<file path="src/sv/gprce_pkg.sv">
// ----------------------------------------------------------------------------
// gprce_pkg
// Shared types, constants and the control store of the report change detector.
// ----------------------------------------------------------------------------
package gprce_pkg;

	localparam int AXIS_DEPTH_C   = 5;
	localparam int BUTTON_BITS_C  = 12;
	localparam int AXIS_BYTES_C   = 5;
	localparam int BUTTON_COUNT_C = 12;

	localparam logic [7:0] AXIS_RESET_C = 8'h0D;
	localparam logic [7:0] HAT_RESET_C  = 8'hDE;

	// event kinds
	localparam logic [1:0] KIND_PAD  = 2'd0;
	localparam logic [1:0] KIND_HAT  = 2'd1;
	localparam logic [1:0] KIND_DOWN = 2'd2;
	localparam logic [1:0] KIND_UP   = 2'd3;

	typedef logic [2:0] pc_t;
	typedef logic [1:0] cond_t;
	typedef logic [1:0] jcond_t;

	// program addresses
	localparam pc_t PC_IDLE = 3'd0;
	localparam pc_t PC_PAD  = 3'd1;
	localparam pc_t PC_HAT  = 3'd2;
	localparam pc_t PC_BTN  = 3'd3;
	localparam pc_t PC_END  = 3'd4;

	// step test
	localparam cond_t C_NEVER = 2'd0;
	localparam cond_t C_PAD   = 2'd1;
	localparam cond_t C_HAT   = 2'd2;
	localparam cond_t C_BIT   = 2'd3;

	// jump condition
	localparam jcond_t J_NEXT   = 2'd0;
	localparam jcond_t J_NOIN   = 2'd1;
	localparam jcond_t J_MORE   = 2'd2;
	localparam jcond_t J_ALWAYS = 2'd3;

	typedef struct packed {
		logic       load;
		cond_t      test;
		logic       emit;
		logic [1:0] kind;
		logic       upd_axes;
		logic       upd_hat;
		logic       upd_btn;
		logic       inc_idx;
		jcond_t     jmp;
		pc_t        target;
	} uop_t;

	function automatic uop_t rom_read(input pc_t pc);
		uop_t u;
		u = '0;
		unique case (pc)
			PC_IDLE: begin
				u.load = 1'b1; u.jmp = J_NOIN; u.target = PC_IDLE;
			end
			PC_PAD: begin
				u.test = C_PAD; u.emit = 1'b1; u.kind = KIND_PAD; u.upd_axes = 1'b1;
			end
			PC_HAT: begin
				u.test = C_HAT; u.emit = 1'b1; u.kind = KIND_HAT; u.upd_hat = 1'b1;
			end
			PC_BTN: begin
				u.test = C_BIT; u.emit = 1'b1; u.kind = KIND_DOWN; u.inc_idx = 1'b1;
				u.jmp = J_MORE; u.target = PC_BTN;
			end
			PC_END: begin
				u.upd_btn = 1'b1; u.jmp = J_ALWAYS; u.target = PC_IDLE;
			end
			default: begin
				u.jmp = J_ALWAYS; u.target = PC_IDLE;
			end
		endcase
		return u;
	endfunction

endpackage

</file>
<file path="src/sv/gamepad_report_change_events_core.sv">
// ----------------------------------------------------------------------------
// gamepad_report_change_events_core
// Turns gamepad reports into pad, hat and button change events.
// ----------------------------------------------------------------------------
//
// channel   dir  handshake         payload
// s_*       in   tvalid/tready     tdata: x, y, z1, z2, rz, hat+btn1-4, btn5-12
// m_*       out  tvalid/tready     tuser: kind; tdata: code, x..rz; tlast: last
// cfg_*     in   cfg_we            cfg_wdata: handler_attached
//
// A small control store sequences each report: one accept step, one pad step,
// one hat step, BUTTON_COUNT button steps and one closing step, in this order.
// The single output register sets the pace: an emitting step holds while a
// word sits untaken in it. One report is in work at a time; s_tready is high
// only in the accept step. After reset the axis store holds 0x0D, the hat
// store 0xDE (never a valid hat), the button store zero, handler_attached 1.
//
module gamepad_report_change_events_core #(
	parameter int AXIS_BYTES   = gprce_pkg::AXIS_BYTES_C,
	parameter int BUTTON_COUNT = gprce_pkg::BUTTON_COUNT_C
) (
	input  logic        clk,
	input  logic        arst_n,
	input  logic        s_tvalid,
	output logic        s_tready,
	// axis_x, axis_y, axis_z1, axis_z2, axis_rz, hat_low_buttons, high_buttons
	input  logic [55:0] s_tdata,
	output logic        m_tvalid,
	input  logic        m_tready,
	// event_code[3:0], out_x, out_y, out_z1, out_z2, out_rz, 4 zero pad bits
	output logic [47:0] m_tdata,
	// event_kind
	output logic [1:0]  m_tuser,
	// last_event
	output logic        m_tlast,
	input  logic        cfg_we,
	input  logic [0:0]  cfg_wdata
);
	import gprce_pkg::*;

	localparam int IDX_W = (BUTTON_COUNT > 1) ? $clog2(BUTTON_COUNT) : 1;
	localparam logic [IDX_W-1:0] IDX_LAST = IDX_W'(BUTTON_COUNT - 1);

	// latched report
	logic [7:0] axes_q [AXIS_DEPTH_C];
	logic [7:0] hatb_q;
	logic [7:0] hib_q;

	// history
	logic [7:0]               prev_axes_q [AXIS_BYTES];
	logic [7:0]               prev_hat_q;
	logic [BUTTON_BITS_C-1:0] prev_btn_q;
	logic                     handler_q;

	// sequencer
	pc_t             pc_q;
	logic [IDX_W-1:0] idx_q;
	uop_t            uop;

	// output word
	logic        m_valid_q;
	logic [1:0]  kind_q;
	logic [3:0]  code_q;
	logic [39:0] oaxes_q;
	logic        last_q;

	logic                     pad_chg, hat_chg, btn_any, btn_rest, more;
	logic [BUTTON_BITS_C-1:0] btn_new, btn_pend;
	logic                     act, slot_free, stall, fire, jump;

	assign btn_new = {hib_q, hatb_q[7:4]};
	assign hat_chg = {4'h0, hatb_q[3:0]} != prev_hat_q;

	always_comb begin
		pad_chg = 1'b0;
		for (int i = 0; i < AXIS_BYTES; i++)
			if (axes_q[i] != prev_axes_q[i])
				pad_chg = 1'b1;
	end

	// only buttons below the count can raise events
	always_comb begin
		btn_rest = 1'b0;
		for (int j = 0; j < BUTTON_BITS_C; j++) begin
			btn_pend[j] = (j < BUTTON_COUNT) ? (btn_new[j] ^ prev_btn_q[j]) : 1'b0;
			if (btn_pend[j] && (j > int'(idx_q)))
				btn_rest = 1'b1;
		end
		btn_any = |btn_pend;
	end

	assign uop = rom_read(pc_q);
	assign more = idx_q != IDX_LAST;

	always_comb begin
		unique case (uop.test)
			C_PAD:   act = handler_q && pad_chg;
			C_HAT:   act = handler_q && hat_chg;
			C_BIT:   act = handler_q && btn_pend[idx_q];
			default: act = 1'b0;
		endcase
		unique case (uop.jmp)
			J_NOIN:  jump = !s_tvalid;
			J_MORE:  jump = more;
			J_ALWAYS: jump = 1'b1;
			default: jump = 1'b0;
		endcase
	end

	assign slot_free = !m_valid_q || m_tready;
	assign stall     = act && uop.emit && !slot_free;
	assign fire      = act && uop.emit && slot_free;
	assign s_tready  = uop.load;

	// sequencer and control state
	always_ff @(posedge clk or negedge arst_n) begin
		if (!arst_n) begin
			pc_q      <= PC_IDLE;
			idx_q     <= '0;
			m_valid_q <= 1'b0;
			handler_q <= 1'b1;
			prev_hat_q <= HAT_RESET_C;
			prev_btn_q <= '0;
			for (int i = 0; i < AXIS_BYTES; i++)
				prev_axes_q[i] <= AXIS_RESET_C;
		end else begin
			if (cfg_we)
				handler_q <= cfg_wdata[0];
			if (fire)
				m_valid_q <= 1'b1;
			else if (m_tready)
				m_valid_q <= 1'b0;
			if (!stall) begin
				pc_q <= jump ? uop.target : pc_q + 3'd1;
				if (uop.load)
					idx_q <= '0;
				else if (uop.inc_idx && more)
					idx_q <= idx_q + 1'b1;
				if (act && uop.upd_axes)
					for (int i = 0; i < AXIS_BYTES; i++)
						prev_axes_q[i] <= axes_q[i];
				if (act && uop.upd_hat)
					prev_hat_q <= {4'h0, hatb_q[3:0]};
				if (uop.upd_btn)
					prev_btn_q <= btn_new;
			end
		end
	end

	// report and output payload
	always_ff @(posedge clk) begin
		if (s_tvalid && s_tready) begin
			for (int i = 0; i < AXIS_DEPTH_C; i++)
				axes_q[i] <= s_tdata[8*i +: 8];
			hatb_q <= s_tdata[47:40];
			hib_q  <= s_tdata[55:48];
		end
		if (fire) begin
			oaxes_q <= '0;
			unique case (uop.test)
				C_PAD: begin
					kind_q  <= uop.kind;
					code_q  <= 4'h0;
					oaxes_q <= {axes_q[4], axes_q[3], axes_q[2], axes_q[1], axes_q[0]};
					last_q  <= !hat_chg && !btn_any;
				end
				C_HAT: begin
					kind_q <= uop.kind;
					code_q <= hatb_q[3:0];
					last_q <= !btn_any;
				end
				default: begin
					kind_q <= btn_new[idx_q] ? uop.kind : KIND_UP;
					code_q <= 4'(idx_q) + 4'd1;
					last_q <= !btn_rest;
				end
			endcase
		end
	end

	assign m_tvalid = m_valid_q;
	assign m_tuser  = kind_q;
	assign m_tlast  = last_q;
	assign m_tdata  = {4'h0, oaxes_q, code_q};

	a_idx_range: assert property (@(posedge clk) disable iff (!arst_n)
		idx_q <= IDX_LAST) else $error("button index past count");
	a_no_evt_off: assert property (@(posedge clk) disable iff (!arst_n)
		fire |-> handler_q) else $error("event with no handler");
	a_no_overrun: assert property (@(posedge clk) disable iff (!arst_n)
		fire |-> (!m_valid_q || m_tready)) else $error("output word overwritten");
	a_accept_seq: assert property (@(posedge clk) disable iff (!arst_n)
		(s_tvalid && s_tready) |=> (pc_q == PC_PAD && idx_q == '0))
		else $error("accept did not start program");

endmodule

</file>
<file path="config.mk">
export PLATFORM = sky130hd
export DESIGN_NAME = gamepad_report_change_events_core
export DESIGN_NICKNAME = d
export VERILOG_FILES = /design/src/sv/gprce_pkg.sv /design/src/sv/gamepad_report_change_events_core.sv
export SDC_FILE = /design/constraint.sdc
export NUM_CORES = 1
export LEC_CHECK = 0
export BUFFER_PORTS_ARGS = -buffer_cell sky130_fd_sc_hd__clkbuf_2
export CORE_MARGIN = 2
export CORE_UTILIZATION = 45
export CTS_BUF_LIST = sky130_fd_sc_hd__clkbuf_8 sky130_fd_sc_hd__clkbuf_16
export CTS_CLUSTER_SIZE = 10
export DETAILED_ROUTE_END_ITERATION = 10
export PLACE_DENSITY = 0.71
export SLEW_MARGIN = 10
export SYNTH_ARGS = -nofsm -noshare
export SYNTH_HDL_FRONTEND = slang
export SYNTH_SLANG_ARGS = --single-unit
</file>
<file path="constraint.sdc">
create_clock -name clk -period 5.47 [get_ports clk]
set_input_delay 0.2735 -clock clk [delete_from_list [all_inputs] [get_ports clk]]
set_output_delay 0.2735 -clock clk [all_outputs]
set_load 0.05 [all_outputs]
</file>
Yosys cells after proc, flatten, opt, wreduce, memory -nomap -nowiden
Memories as Yosys holds them, arrays and structs flattened. Index checks and enable logic that the tools add are counted.

Bits in registers: 131. Latch bits: 0. RAM bits: 40. Memory bits (read-only): 0. Input bits: 62. Memories kept: 1.

Add/sub/neg operators: 2. Multiply operators: 0. Divide/modulo/power cells: 0. Order comparisons: 12. Eq/ne operators: 17. Shift operators: 0. Mux-type cells: 40. Bitwise logic cells: 13. Reduce and logical (&&, ||, !) cells: 39.

Memories: axes_q (words 5, bits a word 8, read ports 5, clocked after Yosys merged registers in 0, wr ports 5, line gamepad_report_change_events_core.sv:45) `logic [7:0] axes_q [AXIS_DEPTH_C];`.

Operator list (number): 8-bit != test (5); 5-bit one-hot mux with 3 select lines (2); 1-bit two-way mux (27); 1-bit logical AND (22); 3-bit by 4-bit > comparator with 1-bit output, first input constant (4); 4-bit > comparator, first input constant (4); 12-bit OR reduction (1); 1-bit bitwise XOR (12); 1-bit binary-select mux with 4-bit select (2); 2-bit equality test, second input constant (4); 2-bit by 4-bit > comparator with 1-bit output, first input constant (2); 4-bit two-way mux (2); 4-bit one-hot mux with 2 select lines (1); 2-bit AND reduction (4); 4-bit by 7-bit != test with 1-bit output (1); 3-bit by 2-bit equality test with 1-bit output, second input constant (2); 1-bit zero test (6); 1-bit one-hot mux with 3 select lines (2); 4-bit by 5-bit less-than comparator with 1-bit output, second input constant (1); 4-bit by 1-bit adder with 4-bit output, second input constant (1); 2-bit by 1-bit equality test with 1-bit output, second input constant (2); 1-bit by 4-bit > comparator with 1-bit output, first input constant (1); 2-bit two-way mux (2); 4-bit != test, second input constant (1); 10 further kinds (12).

Logic depth before layout (Yosys ltp)
Depth after elaboration: 15. Mapped depth: 12. Depth with buffers taken out: 12.

Least setup slack after synthesis
Ideal clock, no wire load.

Kind: register -> register. Start point: reg pc_q[1]. End point: reg code_q[0], enable pin. Setup time: 451 ps. Arrival: 4102 ps. Required time: 5019 ps. Slack: 917 ps. Cell stages (with the launch flop): 11. Clock period less this slack: 4553 ps. Cells stage by stage: dfrtp_1 ha_1 ha_1 a21oi_1 nor2_1 ha_1 nand2_1 a2111oi_0 a2111oi_2 a211o_2 nor2_1.

Word-level cells in the longest chain between the ends: 6.

Ends and longest elaborated chain: start, declared (line gamepad_report_change_events_core.sv:56) `pc_t pc_q;`; start signal, assigned (line gamepad_report_change_events_core.sv:134) `pc_q <= jump ? uop.target : pc_q + 3'd1;`; 3-bit by 2-bit equality test with 1-bit output or 3-bit by 1-bit equality test with 1-bit output (tied branches) (line gprce_pkg.sv:60) `unique case (pc)`; 5-bit one-hot mux with 3 select lines (*) (line gprce_pkg.sv:60); 2-bit equality test or 2-bit by 1-bit equality test with 1-bit output (tied branches) (line gamepad_report_change_events_core.sv:96) `unique case (uop.test)`; 1-bit one-hot mux with 3 select lines (line gamepad_report_change_events_core.sv:96); 1-bit logical AND (*) (2 in a row) (line gamepad_report_change_events_core.sv:112) `assign fire = act && uop.emit && slot_free;`; named net fire (line gamepad_report_change_events_core.sv:69) `logic act, slot_free, stall, fire, jump;`; end signal, assigned (line gamepad_report_change_events_core.sv:169) `code_q <= hatb_q[3:0];`; end signal, assigned (line gamepad_report_change_events_core.sv:174) `code_q <= 4'(idx_q) + 4'd1;`; end, declared (line gamepad_report_change_events_core.sv:63) `logic [3:0] code_q;`.

Mark *: on every way through the listed nets, which the timed path passes. The rest lies on a longest branch. A chain may end at the register's enable or synchronous reset.

Final worst setup path
Start point: reg pc_q[1]. End point: reg oaxes_q[4], read port of axes_q, enable pin.

Word-level cells in the longest chain between the ends: 6.

Ends and longest elaborated chain: 3-bit by 2-bit equality test with 1-bit output or 3-bit by 1-bit equality test with 1-bit output (tied branches) (line gprce_pkg.sv:60); 5-bit one-hot mux with 3 select lines (*) (line gprce_pkg.sv:60); 2-bit equality test or 2-bit by 1-bit equality test with 1-bit output (tied branches) (line gamepad_report_change_events_core.sv:96); 1-bit one-hot mux with 3 select lines (line gamepad_report_change_events_core.sv:96); 1-bit logical AND (*) (2 in a row) (line gamepad_report_change_events_core.sv:112); named net fire (line gamepad_report_change_events_core.sv:69); end, declared (line gamepad_report_change_events_core.sv:64) `logic [39:0] oaxes_q;`.

Marked as above.

==> impl_metrics.yaml <==
place:
  placed_cells: 817
  io_buffers: 110
  placed_area_um2: 8240
  place.gp.congestion: 0.883
  hpwl_mm: 9.48
clock_tree:
  clk_latency_ns: 0.43
  cts_sinks: 169
  root_buffer: "clkbuf_16"
  htree_num_levels: 4
  clk_pin_slew_ns: 0.07
  post_cts.repair.setup_buffers: 0
  tritoncts: "done"
  cts.path.max_buffers: 2
  numCtsBuffers: 17
synth:
  syn_inst: 497
  synth_top_cell_area_share: 0.413
  yosys.area.top_type: "edfxtp_1"
  ys_ff_latch: 169
  synth.distinct_cells: 49
  synthFlopType: "edfxtp_1"
  synth_edf_count: 103
  synth_most_common_cell: "edfxtp_1"
  synth_area_um2: 7480
  synthTopCellsByArea: "edfxtp_1, dfrtp_1, mux2_4"
  ys_seq_area_frac: 0.638
  syn_avg_cell_area_um2: 15.1
  ys_warn_count: 0
  synthArstFlopShare: 0.391
  netlist_top_cells_count: "edfxtp_1, xor2_1, dfrtp_1"
grt:
  grt-busiest-layer: "met2"
  grt_pass1_wl_mm: 23.5
  grt_overflow: 0
  grtUsageMet1: 0.221
  grt_pass1_vias: 4586
  grt_usage: 0.172
  grt_start_max_net_pins: 67
  met3_usage: 0.0460
  antenna_found_initial: 0
  use_met2: 0.282
run:
  cap_violations: 0
min_path:
  hp-class: "input pin to flop"
finish:
  layout-drive-gt1-share: 0.368
  layout.cells.non_filler: 858
  nets: 699
  area.growth.synth_to_final_pct: 18.7
  seq_area_um2: 4770
  fill_cells: 1316
  diodes: 0
  fin_area_um2: 8880
  multiInputGateArea_um2: 2550
sta:
  period_share: 0.738
  tns_ns: 0
  setup_viol_count_final: 0
  layout_min_cycle_time_ns: 4.04
  fin_skew_ns: 0.00901
  worst_slew_pin_slew_ns: 1.05
  rsz0062_at_grt: "false"
  hold_violations: 0
  maxSlewHeadroom: 0.298
  max_freq_mhz: 248
  final_max_slew_viol_count: 0
route:
  wl_mm: 14.3
  drtAntennaViolNets: 0
  dr.first_iter.drc_count: 300
  drc: 0
  routedWlPerCell_um: 16.7
  post_drt_via_cell_ratio: 5.09
  dr.pass1.iters: 4
  vias: 4365
worst_setup_path:
  cp_top_family: "compound AO/OA/AOI/OAI gates"
  crit_top_cell: "ha_1"
  cp_slowest_cell: "nor2_4"
  cp_slowest_stage_delay_ns: 0.80
  cp-start-kind: "flop"
  path_class: "flop to flop"
  critPathRequiredTime_ns: 5.59
  crit_buf_inv: 1
  cp_max_fo: 33
  cp.arrival_ns: 4.15
  endpoint_kind: "flop"
  crit_path_cell_trace: "ha_1 > ha_1 > a21oi_1 > nor2_1 > ha_1 > nand2_1 > a2111oi_0 > a2111oi_2 > a211o_2 > nor2_4 > buf_4"
die:
  coreArea_um2: 16400
  start_util: 0.456
  die-area_um2: 17700
  ios: 115
  rows: 47
  die_x_um: 133
  dieHeight_um: 133
power:
  ir_drop_mv: 0.290
  power.leakage_uw: 0.00363
  powerDensity_nw_per_um2: 549
run_status:
  run_status: "finished, final reports clean"
-- final cells by class --
type                       count  share of cell area
multi-input combinational    299               0.287
clock buffer                  18              0.0494
sequential                   169               0.537
tap                          220              0.0310
inverter                      13             0.00549
timing repair buffer         125              0.0772
clock inverter                14              0.0128
-- path summary, 6_finish.rpt --
| check | to | cells past startpoint | from | slack [ns] |
|---|---|---|---|---|
| min in group asynchronous | prev_axes_q[15] | 2 | arst_n | 0.03 |
| max in group asynchronous | prev_axes_q[36] | 2 | arst_n | 4.83 |
| worst min-delay path | axes_q[0][23] | 1 | s_tdata[23] | 0.02 |
| worst max register to register | oaxes_q[4] | 11 | pc_q[1] | 1.43 |
| worst max-delay path | oaxes_q[4] | 11 | pc_q[1] | 1.43 |
| worst min register to register | prev_hat_q[6] | 1 | prev_hat_q[6] | 0.49 |
-- per-stage QoR --
stage / setup WS, ns / hold WS (ns) / util / power (uW)
after CTS: 1.43 / 0.000155 / 0.538 / 4910
after floorplan: 0.917 / -0.0221 / - / 3380
after global routing: 1.06 / 0.000286 / 0.541 / 5160
after detailed placement: 1.46 / 0.452 / 0.502 / 3760
final: 1.43 / 0.0206 / 0.541 / 4880
after global placement: 1.66 / 0.450 / 0.502 / 3710
-- logic make-up after synthesis --
logic type / after synthesis / synth area share
AO/OA/AOI/OAI: 42 / 0.0368
adder cells (fa/ha/maj): 12 / 0.0201
AND/OR/NAND/NOR: 119 / 0.0905
XOR/XNOR: 58 / 0.0679
flip-flops: 169 / 0.638
multiplexers: 64 / 0.123
other: 1 / 0.000501
buffers and inverters: 32 / 0.0241
-- power by group --
group          total (uW)  switching, uW  internal, uW
clock network        1120            488           635
logic                1590            892           698
registers            2160            294          1870
-- placed cells by master, fill, tap and decap left out, types with 4 or more instances in the layout --
| cell type | instances |
|---|---|
| clkbuf_2 | 109 |
| buf_4 | 6 |
| inv_1 | 17 |
| a21oi_1 | 14 |
| ha_1 | 12 |
| o21ai_0 | 10 |
| dfstp_2 | 20 |
| nand4_1 | 5 |
| nor3_1 | 6 |
| mux2_4 | 40 |
| nand3_1 | 6 |
| clkbuf_16 | 17 |
| conb_1 | 4 |
| xnor2_1 | 9 |
| nand2_1 | 20 |
| dfrtp_1 | 46 |
| dlygate4sd3_1 | 9 |
| edfxtp_1 | 103 |
| and2_1 | 40 |
| xor2_1 | 49 |
| mux2_2 | 18 |
| nor2_1 | 17 |
| nor4_1 | 9 |
-- flip-flops by register name (all words and copies together), names as in the netlist --
signal	flops
axes_q	40
oaxes_q	40
prev_axes_q	40
prev_btn_q	12
hatb_q	8
hib_q	8
prev_hat_q	5
code_q	4
idx_q	4
pc_q	3
m_tuser	2
handler_q	1
m_tlast	1
m_tvalid	1
-- metal layers --
layer | wire length [um] | part of all wire | vias to the layer above
li1 | - | - | 2034
met1 | 6320 | 0.44 | 2171
met2 | 7040 | 0.49 | 141
met3 | 738 | 0.052 | 19
met4 | 218 | 0.015 | 0
met5 | 0 | 0 | -
-- what timing repair did --
action                                  4_1_cts  5_1_grt
hold buffers                                  4        5
endpoints found under the setup margin        0        0
gates resized for setup                       0        0
endpoints found under the hold margin         4        5
Note: power is estimated with default switching activity, not from simulation.
